[config.mk]
export PLATFORM = sky130hd
export DESIGN_NAME = periodic_task_tick_scheduler
export DESIGN_NICKNAME = d
export VERILOG_FILES = /design/src/hw/rtl/ptts_pkg.sv /design/src/hw/rtl/ptts_ram.sv /design/src/hw/rtl/ptts_front.sv /design/src/hw/rtl/ptts_queue.sv /design/src/hw/rtl/ptts_back.sv /design/src/hw/rtl/periodic_task_tick_scheduler.sv
export SDC_FILE = /design/constraint.sdc
export NUM_CORES = 2
export LEC_CHECK = 0
export BUFFER_PORTS_ARGS = -buffer_cell sky130_fd_sc_hd__buf_2
export CORE_MARGIN = 10
export CORE_UTILIZATION = 65
export DETAILED_ROUTE_END_ITERATION = 16
export PLACE_DENSITY = 0.87
export SLEW_MARGIN = 20
export SYNTH_ARGS = -nofsm -noshare
export SYNTH_HDL_FRONTEND = slang
export SYNTH_SLANG_ARGS = --single-unit
export TNS_END_PERCENT = 20
[constraint.sdc]
create_clock -name i_clk -period 19.3 [get_ports i_clk]
set_input_delay 1.93 -clock i_clk [delete_from_list [all_inputs] [get_ports i_clk]]
set_output_delay 1.93 -clock i_clk [all_outputs]
set_load 0.01 [all_outputs]
[src/hw/rtl/ptts_pkg.sv]
// ============================================================================
// ptts_pkg
// shared types and constants of the periodic task tick scheduler
// ============================================================================
package ptts_pkg;

    localparam int MS_W      = 20;
    localparam int HANDLE_W  = 16;
    localparam int TICKS_W   = 17;
    localparam int PEND_W    = 8;
    localparam int SLOT_W    = 4;

    // ms to 10 ms ticks: x / 10 == (x * ceil(2^23 / 10)) >> 23 for x < 2^22
    localparam int              TICK_SHIFT = 23;
    localparam int              PROD_W     = 2 * MS_W;
    localparam logic [MS_W-1:0] TICK_MUL   = 20'd838861;

    localparam logic [PEND_W-1:0] PEND_MAX = 8'hFF;

    // most results one dispatch request may give
    localparam int RESULT_CAP = 16;

    // command queue between front and back
    localparam int QDEPTH = 2;
    localparam int QAW    = 1;

    typedef enum logic [1:0] {
        KIND_ADD      = 2'd0,
        KIND_TICK     = 2'd1,
        KIND_DISPATCH = 2'd2,
        KIND_CLEAR    = 2'd3
    } t_kind;

    typedef struct packed {
        logic [1:0]          kind;
        logic [HANDLE_W-1:0] task_handle;
        logic [MS_W-1:0]     delay_ms;
        logic [MS_W-1:0]     period_ms;
    } t_item;

    typedef struct packed {
        logic                accepted;
        logic [SLOT_W-1:0]   slot;
        logic                run_valid;
        logic [HANDLE_W-1:0] run_handle;
        logic                last;
    } t_result;

    typedef struct packed {
        t_kind               kind;
        logic [HANDLE_W-1:0] handle;
        logic [TICKS_W-1:0]  delay_ticks;
        logic [TICKS_W-1:0]  period_ticks;
    } t_cmd;

    typedef struct packed {
        logic [HANDLE_W-1:0] handle;
        logic [TICKS_W-1:0]  delay;
        logic [TICKS_W-1:0]  period;
        logic [PEND_W-1:0]   pending;
    } t_entry;

    typedef enum logic [2:0] {
        ST_IDLE,
        ST_TICK,
        ST_DSP_CHK,
        ST_DSP_EVAL,
        ST_SHIFT
    } t_state;

endpackage

[src/hw/rtl/ptts_ram.sv]
// ============================================================================
// ptts_ram
// generic simple dual port ram, one write port, one registered read port
// ============================================================================
module ptts_ram #(
    parameter  int WIDTH = 58,
    parameter  int DEPTH = 16,
    localparam int AW    = (DEPTH > 1) ? $clog2(DEPTH) : 1
) (
    input  logic             i_clk,
    input  logic             i_we,
    input  logic [AW-1:0]    i_waddr,
    input  logic [WIDTH-1:0] i_wdata,
    input  logic [AW-1:0]    i_raddr,
    output logic [WIDTH-1:0] o_rdata
);

    logic [WIDTH-1:0] r_mem [DEPTH];
    logic [WIDTH-1:0] r_rdata;

    always_ff @(posedge i_clk) begin
        if (i_we) begin
            r_mem[i_waddr] <= i_wdata;
        end
        r_rdata <= r_mem[i_raddr];
    end

    assign o_rdata = r_rdata;

endmodule

[src/hw/rtl/ptts_front.sv]
// ============================================================================
// ptts_front
// request capture and conversion of ms fields into ticks
// ============================================================================
module ptts_front (
    input  logic             i_clk,
    input  logic             i_rst_n,
    input  logic             i_start,
    input  ptts_pkg::t_item  i_item,
    output logic             o_busy,
    input  logic             i_q_full,
    output logic             o_push,
    output ptts_pkg::t_cmd   o_cmd
);
    import ptts_pkg::*;

    logic                r_stg_valid;
    logic                n_stg_valid;
    t_item               r_stg;
    logic                accept;
    logic [PROD_W-1:0]   prod_delay;
    logic [PROD_W-1:0]   prod_period;

    assign o_busy = r_stg_valid & i_q_full;
    assign accept = i_start & ~o_busy;
    assign o_push = r_stg_valid & ~i_q_full;

    always_comb begin
        n_stg_valid = r_stg_valid;
        if (accept) begin
            n_stg_valid = 1'b1;
        end else if (o_push) begin
            n_stg_valid = 1'b0;
        end
    end

    always_ff @(posedge i_clk) begin
        if (!i_rst_n) begin
            r_stg_valid <= 1'b0;
        end else begin
            r_stg_valid <= n_stg_valid;
        end
        if (accept) begin
            r_stg <= i_item;
        end
    end

    // divide by ten through a reciprocal multiply
    assign prod_delay  = PROD_W'(r_stg.delay_ms) * PROD_W'(TICK_MUL);
    assign prod_period = PROD_W'(r_stg.period_ms) * PROD_W'(TICK_MUL);

    always_comb begin
        o_cmd.kind         = t_kind'(r_stg.kind);
        o_cmd.handle       = r_stg.task_handle;
        o_cmd.delay_ticks  = prod_delay[TICK_SHIFT +: TICKS_W];
        o_cmd.period_ticks = prod_period[TICK_SHIFT +: TICKS_W];
    end

endmodule

[src/hw/rtl/ptts_queue.sv]
// ============================================================================
// ptts_queue
// short command queue between front and back
// ============================================================================
module ptts_queue (
    input  logic            i_clk,
    input  logic            i_rst_n,
    input  logic            i_push,
    input  ptts_pkg::t_cmd  i_cmd,
    output logic            o_full,
    input  logic            i_pop,
    output logic            o_valid,
    output ptts_pkg::t_cmd  o_head
);
    import ptts_pkg::*;

    t_cmd             r_mem [QDEPTH];
    logic [QAW-1:0]   r_wr;
    logic [QAW-1:0]   r_rd;
    logic [QAW:0]     r_cnt;
    logic [QAW:0]     n_cnt;

    assign o_full  = r_cnt == (QAW+1)'(QDEPTH);
    assign o_valid = r_cnt != '0;
    assign o_head  = r_mem[r_rd];

    always_comb begin
        n_cnt = r_cnt;
        if (i_push && !i_pop) begin
            n_cnt = r_cnt + 1'b1;
        end else if (!i_push && i_pop) begin
            n_cnt = r_cnt - 1'b1;
        end
    end

    always_ff @(posedge i_clk) begin
        if (!i_rst_n) begin
            r_wr  <= '0;
            r_rd  <= '0;
            r_cnt <= '0;
        end else begin
            r_cnt <= n_cnt;
            if (i_push) begin
                r_wr <= r_wr + 1'b1;
            end
            if (i_pop) begin
                r_rd <= r_rd + 1'b1;
            end
        end
        if (i_push) begin
            r_mem[r_wr] <= i_cmd;
        end
    end

endmodule

[src/hw/rtl/ptts_back.sv]
// ============================================================================
// ptts_back
// task table sequencer: add, tick walk, dispatch walk with compaction, clear
// ============================================================================
module ptts_back #(
    parameter int MAX_TASKS = 16
) (
    input  logic              i_clk,
    input  logic              i_rst_n,
    input  logic              i_q_valid,
    input  ptts_pkg::t_cmd    i_q_head,
    output logic              o_q_pop,
    output logic              o_strobe,
    output ptts_pkg::t_result o_result
);
    import ptts_pkg::*;

    localparam int CW = $clog2(MAX_TASKS + 1);
    localparam int AW = (MAX_TASKS > 1) ? $clog2(MAX_TASKS) : 1;
    localparam int NW = $clog2(RESULT_CAP + 1);
    localparam logic [CW:0] ONE = (CW+1)'(1);
    localparam logic [CW:0] TWO = (CW+1)'(2);

    t_state              r_state;
    t_state              n_state;
    logic [CW-1:0]       r_count;
    logic [CW-1:0]       n_count;
    logic [CW-1:0]       r_idx;
    logic [CW-1:0]       n_idx;
    logic [CW-1:0]       r_sidx;
    logic [CW-1:0]       n_sidx;
    logic [NW-1:0]       r_nres;
    logic [NW-1:0]       n_nres;
    logic                r_hold_valid;
    logic                n_hold_valid;
    logic [HANDLE_W-1:0] r_hold_handle;
    logic [HANDLE_W-1:0] n_hold_handle;
    logic                r_out_valid;
    logic                n_out_valid;
    t_result             r_out;
    t_result             n_out;

    logic                ram_we;
    logic [AW-1:0]       ram_waddr;
    logic [AW-1:0]       ram_raddr;
    t_entry              ram_wdata;
    t_entry              ram_rdata;

    t_entry              tick_entry;
    t_entry              new_entry;
    t_result             ok_res;
    logic                table_full;
    logic                walk_end;
    logic                tick_last;
    logic                has_run;
    logic                one_shot;
    logic                idx_next_lt;
    logic                sidx_next_lt;
    logic [CW:0]         idx_inc;
    logic [CW:0]         sidx_inc;
    logic [CW:0]         sidx_inc2;

    ptts_ram #(
        .WIDTH ($bits(t_entry)),
        .DEPTH (MAX_TASKS)
    ) u_table (
        .i_clk   (i_clk),
        .i_we    (ram_we),
        .i_waddr (ram_waddr),
        .i_wdata (ram_wdata),
        .i_raddr (ram_raddr),
        .o_rdata (ram_rdata)
    );

    assign idx_inc      = {1'b0, r_idx} + ONE;
    assign sidx_inc     = {1'b0, r_sidx} + ONE;
    assign sidx_inc2    = {1'b0, r_sidx} + TWO;
    assign table_full   = r_count == CW'(MAX_TASKS);
    assign walk_end     = (r_idx >= r_count) || (r_nres == NW'(RESULT_CAP));
    assign tick_last    = idx_inc == {1'b0, r_count};
    assign has_run      = ram_rdata.pending != '0;
    assign one_shot     = ram_rdata.period == '0;
    assign idx_next_lt  = idx_inc < {1'b0, r_count};
    assign sidx_next_lt = sidx_inc < {1'b0, r_count};

    // tick update of one entry
    always_comb begin
        tick_entry = ram_rdata;
        if (ram_rdata.delay != '0) begin
            tick_entry.delay = ram_rdata.delay - 1'b1;
        end else begin
            tick_entry.delay = ram_rdata.period;
            if (ram_rdata.pending != PEND_MAX) begin
                tick_entry.pending = ram_rdata.pending + 1'b1;
            end
        end
    end

    always_comb begin
        new_entry.handle  = i_q_head.handle;
        new_entry.delay   = i_q_head.delay_ticks;
        new_entry.period  = i_q_head.period_ticks;
        new_entry.pending = '0;
        ok_res            = '0;
        ok_res.accepted   = 1'b1;
        ok_res.last       = 1'b1;
    end

    // next state
    always_comb begin
        n_state = r_state;
        case (r_state)
            ST_IDLE: begin
                if (i_q_valid) begin
                    case (i_q_head.kind)
                        KIND_TICK:     n_state = (r_count == '0) ? ST_IDLE : ST_TICK;
                        KIND_DISPATCH: n_state = ST_DSP_CHK;
                        default:       n_state = ST_IDLE;
                    endcase
                end
            end
            ST_TICK:     n_state = tick_last ? ST_IDLE : ST_TICK;
            ST_DSP_CHK:  n_state = walk_end ? ST_IDLE : ST_DSP_EVAL;
            ST_DSP_EVAL: begin
                if (has_run && one_shot && idx_next_lt) begin
                    n_state = ST_SHIFT;
                end else begin
                    n_state = ST_DSP_CHK;
                end
            end
            ST_SHIFT:    n_state = sidx_next_lt ? ST_SHIFT : ST_DSP_CHK;
            default:     n_state = ST_IDLE;
        endcase
    end

    // datapath and outputs
    always_comb begin
        n_count       = r_count;
        n_idx         = r_idx;
        n_sidx        = r_sidx;
        n_nres        = r_nres;
        n_hold_valid  = r_hold_valid;
        n_hold_handle = r_hold_handle;
        n_out_valid   = 1'b0;
        n_out         = ok_res;
        ram_we        = 1'b0;
        ram_waddr     = r_idx[AW-1:0];
        ram_wdata     = ram_rdata;
        ram_raddr     = r_idx[AW-1:0];
        o_q_pop       = 1'b0;
        case (r_state)
            ST_IDLE: begin
                if (i_q_valid) begin
                    o_q_pop = 1'b1;
                    case (i_q_head.kind)
                        KIND_ADD: begin
                            n_out_valid = 1'b1;
                            if (!table_full) begin
                                ram_we     = 1'b1;
                                ram_waddr  = r_count[AW-1:0];
                                ram_wdata  = new_entry;
                                n_out.slot = SLOT_W'(r_count);
                                n_count    = r_count + 1'b1;
                            end else begin
                                n_out.accepted = 1'b0;
                            end
                        end
                        KIND_TICK: begin
                            n_idx       = '0;
                            ram_raddr   = '0;
                            n_out_valid = r_count == '0;
                        end
                        KIND_DISPATCH: begin
                            n_idx        = '0;
                            n_nres       = '0;
                            n_hold_valid = 1'b0;
                        end
                        default: begin
                            n_count     = '0;
                            n_out_valid = 1'b1;
                        end
                    endcase
                end
            end
            ST_TICK: begin
                ram_we      = 1'b1;
                ram_wdata   = tick_entry;
                ram_raddr   = idx_inc[AW-1:0];
                n_idx       = idx_inc[CW-1:0];
                n_out_valid = tick_last;
            end
            ST_DSP_CHK: begin
                if (walk_end) begin
                    n_out_valid  = 1'b1;
                    n_hold_valid = 1'b0;
                    if (r_hold_valid) begin
                        n_out.run_valid  = 1'b1;
                        n_out.run_handle = r_hold_handle;
                    end
                end
            end
            ST_DSP_EVAL: begin
                if (has_run) begin
                    n_nres        = r_nres + 1'b1;
                    n_hold_valid  = 1'b1;
                    n_hold_handle = ram_rdata.handle;
                    // earlier run goes out now that another follows it
                    if (r_hold_valid) begin
                        n_out_valid      = 1'b1;
                        n_out.run_valid  = 1'b1;
                        n_out.run_handle = r_hold_handle;
                        n_out.last       = 1'b0;
                    end
                    if (!one_shot) begin
                        ram_we            = 1'b1;
                        ram_wdata.pending = ram_rdata.pending - 1'b1;
                        n_idx             = idx_inc[CW-1:0];
                    end else begin
                        // one-shot leaves, index stays to re-check the moved entry
                        n_count   = r_count - 1'b1;
                        n_sidx    = r_idx;
                        ram_raddr = idx_inc[AW-1:0];
                    end
                end else begin
                    n_idx = idx_inc[CW-1:0];
                end
            end
            ST_SHIFT: begin
                ram_we    = 1'b1;
                ram_waddr = r_sidx[AW-1:0];
                n_sidx    = sidx_inc[CW-1:0];
                ram_raddr = sidx_inc2[AW-1:0];
            end
            default: begin
                n_out_valid = 1'b0;
            end
        endcase
    end

    always_ff @(posedge i_clk) begin
        if (!i_rst_n) begin
            r_state      <= ST_IDLE;
            r_count      <= '0;
            r_idx        <= '0;
            r_sidx       <= '0;
            r_nres       <= '0;
            r_hold_valid <= 1'b0;
            r_out_valid  <= 1'b0;
        end else begin
            r_state      <= n_state;
            r_count      <= n_count;
            r_idx        <= n_idx;
            r_sidx       <= n_sidx;
            r_nres       <= n_nres;
            r_hold_valid <= n_hold_valid;
            r_out_valid  <= n_out_valid;
        end
        r_hold_handle <= n_hold_handle;
        r_out         <= n_out;
    end

    assign o_strobe = r_out_valid;
    assign o_result = r_out;

    a_count_bound: assert property (@(posedge i_clk) disable iff (!i_rst_n)
        r_count <= CW'(MAX_TASKS))
        else $error("task count beyond table size");

    a_nres_bound: assert property (@(posedge i_clk) disable iff (!i_rst_n)
        r_nres <= NW'(RESULT_CAP))
        else $error("dispatch result count beyond cap");

    a_run_from_walk: assert property (@(posedge i_clk) disable iff (!i_rst_n)
        r_out_valid && r_out.run_valid |->
            ($past(r_state) == ST_DSP_EVAL || $past(r_state) == ST_DSP_CHK))
        else $error("run result outside dispatch walk");

    a_pop_valid: assert property (@(posedge i_clk) disable iff (!i_rst_n)
        o_q_pop |-> i_q_valid && r_state == ST_IDLE)
        else $error("queue popped while empty or busy");

    a_hold_cleared: assert property (@(posedge i_clk) disable iff (!i_rst_n)
        r_state == ST_DSP_CHK && walk_end |=> !r_hold_valid && r_out_valid && r_out.last)
        else $error("dispatch walk ended without final result");

endmodule

[src/hw/rtl/periodic_task_tick_scheduler.sv]
// ============================================================================
// periodic_task_tick_scheduler
// time-triggered task table: add, tick, dispatch and clear requests
// ============================================================================
// usage
//   a request is taken at a clock edge with start high and busy low; it
//   carries kind (add, tick, dispatch, clear), a task handle and a delay and
//   period in ms, which the front turns into 10 ms ticks
//   results come on o_result, each valid for exactly one cycle while o_strobe
//   is high; the receiver cannot stall them, o_result.last marks the final
//   result of a request
//   add, tick and clear give one result; dispatch gives one result per task
//   run (up to 16) or one empty result
// request flow
//   front capture plus multiply, a two-entry queue, then the table sequencer
//   add and clear: handled in the sequencer's idle state, result registered
//   tick: one table entry per cycle, each read, updated and written back
//   dispatch: a check and an evaluate state per entry looked at, plus a shift
//   state per entry moved down when a one-shot task leaves; the table ram with
//   one write port and a registered read port sets this order of states
//   busy rises only when the queue and the front stage are both full
// reset
//   synchronous active-low reset empties the table and the queue; table
//   contents are not cleared, only the task count
// ============================================================================
module periodic_task_tick_scheduler #(
    parameter int MAX_TASKS = 16
) (
    input  logic              i_clk,
    input  logic              i_rst_n,
    input  logic              start,
    input  ptts_pkg::t_item   i_item,
    output logic              busy,
    output logic              o_strobe,
    output ptts_pkg::t_result o_result
);
    import ptts_pkg::*;

    // front to queue
    logic  push;
    t_cmd  push_cmd;
    logic  q_full;

    // queue to back
    logic  q_valid;
    logic  q_pop;
    t_cmd  q_head;

    // capture and tick conversion
    ptts_front u_front (
        .i_clk    (i_clk),
        .i_rst_n  (i_rst_n),
        .i_start  (start),
        .i_item   (i_item),
        .o_busy   (busy),
        .i_q_full (q_full),
        .o_push   (push),
        .o_cmd    (push_cmd)
    );

    // decouples capture from the table walk
    ptts_queue u_queue (
        .i_clk   (i_clk),
        .i_rst_n (i_rst_n),
        .i_push  (push),
        .i_cmd   (push_cmd),
        .o_full  (q_full),
        .i_pop   (q_pop),
        .o_valid (q_valid),
        .o_head  (q_head)
    );

    // table sequencer and result register
    ptts_back #(
        .MAX_TASKS (MAX_TASKS)
    ) u_back (
        .i_clk     (i_clk),
        .i_rst_n   (i_rst_n),
        .i_q_valid (q_valid),
        .i_q_head  (q_head),
        .o_q_pop   (q_pop),
        .o_strobe  (o_strobe),
        .o_result  (o_result)
    );

endmodule
==> metrics.md <==
| Metric | Value |
|---|---|
| Post-Route Utilization | `71.8%` |
| Async S/R FF share, synth | `0%` |
| Routability cong. | `0.952` |
| R2r worst-path depth | `21` |
| Initial antenna violation count | `6` |
| ANT nets after route | `0` |
| DR iter-0 viols | `6616` |
| Post-Syn Area per Cell | `between 10 and 15 sq um` |
| Skew final | `0.0888 ns` |
| Max-cap check violation count | `0` |
| Share of cells above drive strength 1 | `just under 8%` |
| Critical Path Sink Type | `register` |
| Buffer and inverter count on the worst path | `2` |
| Global route total overflow | `0` |
| Tot GR Track Use | `between 20 and 30%` |
| Clock share of power | `19.5%` |
| Net Count, Synth | `5802` |
| CTS tree | `built` |
| Static leakage | `~27 nW` |
| Fill cells | `5701` |
| Total CTS buffers | `~110` |
| Vias/cell | `6.42` |
| Hold Path End | `u_back.r_hold_handle[10]` |
| Top delay family on crit path | `compound AO/OA/AOI/OAI gates` |
| Io pins | `86` |
| Via count of the first global-routing pass | `42600` |
| Die W | `327 um` |
| DIE AREA | `107000 sq um` |
| Number of synthesized register bits | `1218` |
| CP max-delay cell | `o41ai_1` |
| Postcts setup bufs | `0` |
| Synth-to-Final Area Change | `9.71%` |
| Diodes inserted | `0` |
| Period minus WS final | `7.49 ns` |
| Max Freq | `133 MHz` |
| Register Area | `around 35000 sq um` |
| Final setup fails | `0` |
| Mapped Cells | `5045` |
| R2r setup slk | `between 10 and 15 ns` |
| Worst slack, placed | `12.00 ns` |
| EDFF count, synth | `1106` |
| Cells along the critical path | `ha_1 -> xor2_1 -> ha_1 -> a21o_1 -> ha_1 -> ha_1 -> ha_1 -> fa_1 -> inv_1 -> fa_1 -> inv_1 -> ha_1 -> nand4_1 -> a2111oi_0 -> nor4_1 -> o41ai_1 -> a21oi_1 -> o31ai_1 -> a211oi_1 -> o21ai_0 -> xor2_1` |
| HP Start | `u_back.u_table.o_rdata[52]` |
| Post-Synthesis Cell Area | `a little over 60000 sq um` |
| PwrDens | `172 nW/um^2` |
| CORE AREA | `93300 sq um` |
| Reg2reg end | `u_queue.r_mem[0][32]` |
| Worst vdd ir | `0.579 mV` |
| Clock Tree Buf Depth | `3` |
| Pint | `7.04 mW` |
| Global-route wire length before repair | `approximately 240000 um` |
| Drt pass-1 iters | `8` |
| Row cnt | `about 110` |
| CP required | `19.81 ns` |
| Worst-Margin Slew | `1.23 ns` |
| H-tree depth | `3` |
| Logic pwr share | `47.9%` |
| Sw Share | `between 30% and 40%` |
| Yosys warnings | `0` |
| Psw | `4.46 mW` |
| Synth cell types | `75` |
| Hold WC Path Type | `reg2reg` |
| Clk sinks | `1218` |
| Crit Path Category | `reg2reg` |
| Hold Slack | `0.406 ns` |
| Crit-path max cell delay | `about 0.9 ns` |
| Flop pwr share | `32.5%` |
| Root buf cell | `clkbuf_16` |
| Final Cycle Share | `38.8%` |
| WL final | `160000 um` |
| CP Launch Type | `register` |
| CP Max Fanout | `6` |
| Worst-path clk slew | `~0.06 ns` |
| Fin area | `67000 sq um` |
| Setup TNS | `0 ns` |
| Cell mode on critical path | `ha_1` |
| Die height | `327 um` |
| Post-DP HPWL | `93700 um` |
| Slew headroom | `between 10% and 20%` |
| RSZ-0062 raised after global routing | `no` |
| Worst skew pair latency | `0.76 ns` |
| Top FF cell, synth | `edfxtp_1` |
| Number of port buffers | `85` |
| Status | `finished clean` |
| Placement Cell Area | `about 63000 sq um` |
| Arrival @ worst endpoint | `8.00 ns` |
| Max-slew violation count | `0` |
| Multi-input combinational cell area | `23500 sq um` |
| Fin nets | `5883` |
| Post-cts sizing count | `0` |
| Residual DRC | `0` |
| Avg WL per Cell | `approximately 25 um` |
| Hold Violations, Final | `0` |
| Register area share after synthesis | `58.1%` |
| Worst Hold Depth | `0` |
| Reg2reg start | `u_front.r_stg[25]` |
| Pin count of the biggest net entering global routing | `between 200 and 250` |
| Initial core utilization | `65.4%` |
| Post-CTS Hold Buffers | `0` |
| Vias | `41600` |
| Worst setup margin | `11.81 ns` |
## how the worst max path moves through the flow
stage,start,endpoint,slack (ns),cells past startpoint
after floorplan,u_front.r_stg[30],u_queue.r_mem[0][22],13.22,18
after global placement,u_front.r_stg[24],u_queue.r_mem[0][32],12.37,19
after detailed placement,u_front.r_stg[25],u_queue.r_mem[0][32],12.00,21
after CTS,u_front.r_stg[25],u_queue.r_mem[0][32],11.86,21
after global routing,u_front.r_stg[25],u_queue.r_mem[0][32],11.44,21
final,u_front.r_stg[25],u_queue.r_mem[0][32],11.81,21
## layout make-up
type                       count  area share (%)
sequential                  1218            52.9
clock inverter                62           0.984
timing repair buffer         175            1.75
clock buffer                 155            4.62
inverter                     405            2.27
multi-input combinational   3212            35.1
tap                         1254            2.34
## synth_stat cells (all sizes together), types with 12 or more instances
| cell | number | area share [%] |
|---|---|---|
| a22o | 14 | 0.20 |
| nand2 | 1041 | 6.4 |
| o21ai | 81 | 0.66 |
| buf | 36 | 0.26 |
| a21o | 34 | 0.42 |
| nand2b | 14 | 0.14 |
| xor2 | 49 | 0.70 |
| xnor2 | 44 | 0.63 |
| mux2i | 56 | 0.92 |
| nor3 | 86 | 0.71 |
| clkbuf | 174 | 1.1 |
| edfxtp | 1106 | 54 |
| nor2 | 113 | 0.70 |
| dfxtp | 112 | 3.7 |
| or2 | 14 | 0.15 |
| a21oi | 183 | 1.5 |
| fa | 260 | 8.5 |
| o211ai | 16 | 0.20 |
| and2 | 40 | 0.41 |
| inv | 405 | 2.5 |
| and3 | 12 | 0.12 |
| nand4 | 74 | 0.77 |
| nand3 | 498 | 4.1 |
| ha | 436 | 8.9 |
## layer usage
layer  track usage, %  vias up  part of all wire, %
met5                0        -                0.032
met4             15.0        8                  5.6
met3             6.63      702                   12
met2             48.8     3042                   48
met1             36.3    20000                   34
li1                 -    17900                    -
## flip-flops by register name (all words and copies together) (netlist names), 2 cells and up, named ones only
signal and flops:
u_back.u_table.o_rdata 58, u_back.u_table.r_mem 928, u_back.r_hold_handle 16, u_front.r_stg 40, u_back.r_nres 5, u_back.r_count 5, u_back.r_state 3, u_queue.r_mem 104
u_back.r_sidx 5, u_queue.r_cnt 2, u_front.o_cmd 18, u_back.o_result 23, u_back.r_idx 5
## cells in the final DEF, fill, tap and decap left out, types with 10 or more instances in the layout
master,instances
clkbuf_16,114
and3_1,11
o211ai_1,16
edfxtp_1,1106
nor2_4,18
nor2_1,94
nand4_1,73
and2_1,40
a211oi_1,11
nand2_1,1040
clkinv_2,22
buf_4,85
a21oi_1,182
xor2_1,49
or2_2,11
ha_1,436
nor3_1,83
dfxtp_1,111
nand3_1,497
nand2b_1,14
nor4_1,10
a22o_1,14
clkbuf_1,32
xnor2_1,44
fa_1,260
buf_2,85
clkinv_1,15
mux2i_1,56
o21ai_1,12
o21ai_0,69
a21o_1,34
inv_1,405
## power groups by stage
stage	Clock, mW	Combinational [mW]	Sequential (mW)
floorplan	0	3.92	3.74
global placement	0	5.14	3.77
detailed placement	0	5.37	3.78
CTS	2.24	5.46	3.73
global route	2.34	6.20	3.75
finish	2.24	5.51	3.74
## cells by family (layout without fill, tap and decap cells)
group / after synthesis / count (layout) / share of synthesized area (%)
AO/OA/AOI/OAI: 433 / 433 / 4.43
XOR/XNOR: 93 / 93 / 1.33
adder cells (fa/ha/maj): 696 / 696 / 17.5
buffers and inverters: 615 / 797 / 3.82
flip-flops: 1218 / 1218 / 58.1
multiplexers: 56 / 56 / 0.918
AND/OR/NAND/NOR: 1934 / 1934 / 14.0
## metrics by stage
stage          cells  power, mW
2_1_floorplan   5045       7.66
4_1_cts         6478       11.4
3_3_place_gp    6260       8.91
6_report        6481       11.5
5_1_grt         6481       12.3
3_5_place_dp    6261       9.15
(Power assumes the default switching activity.)
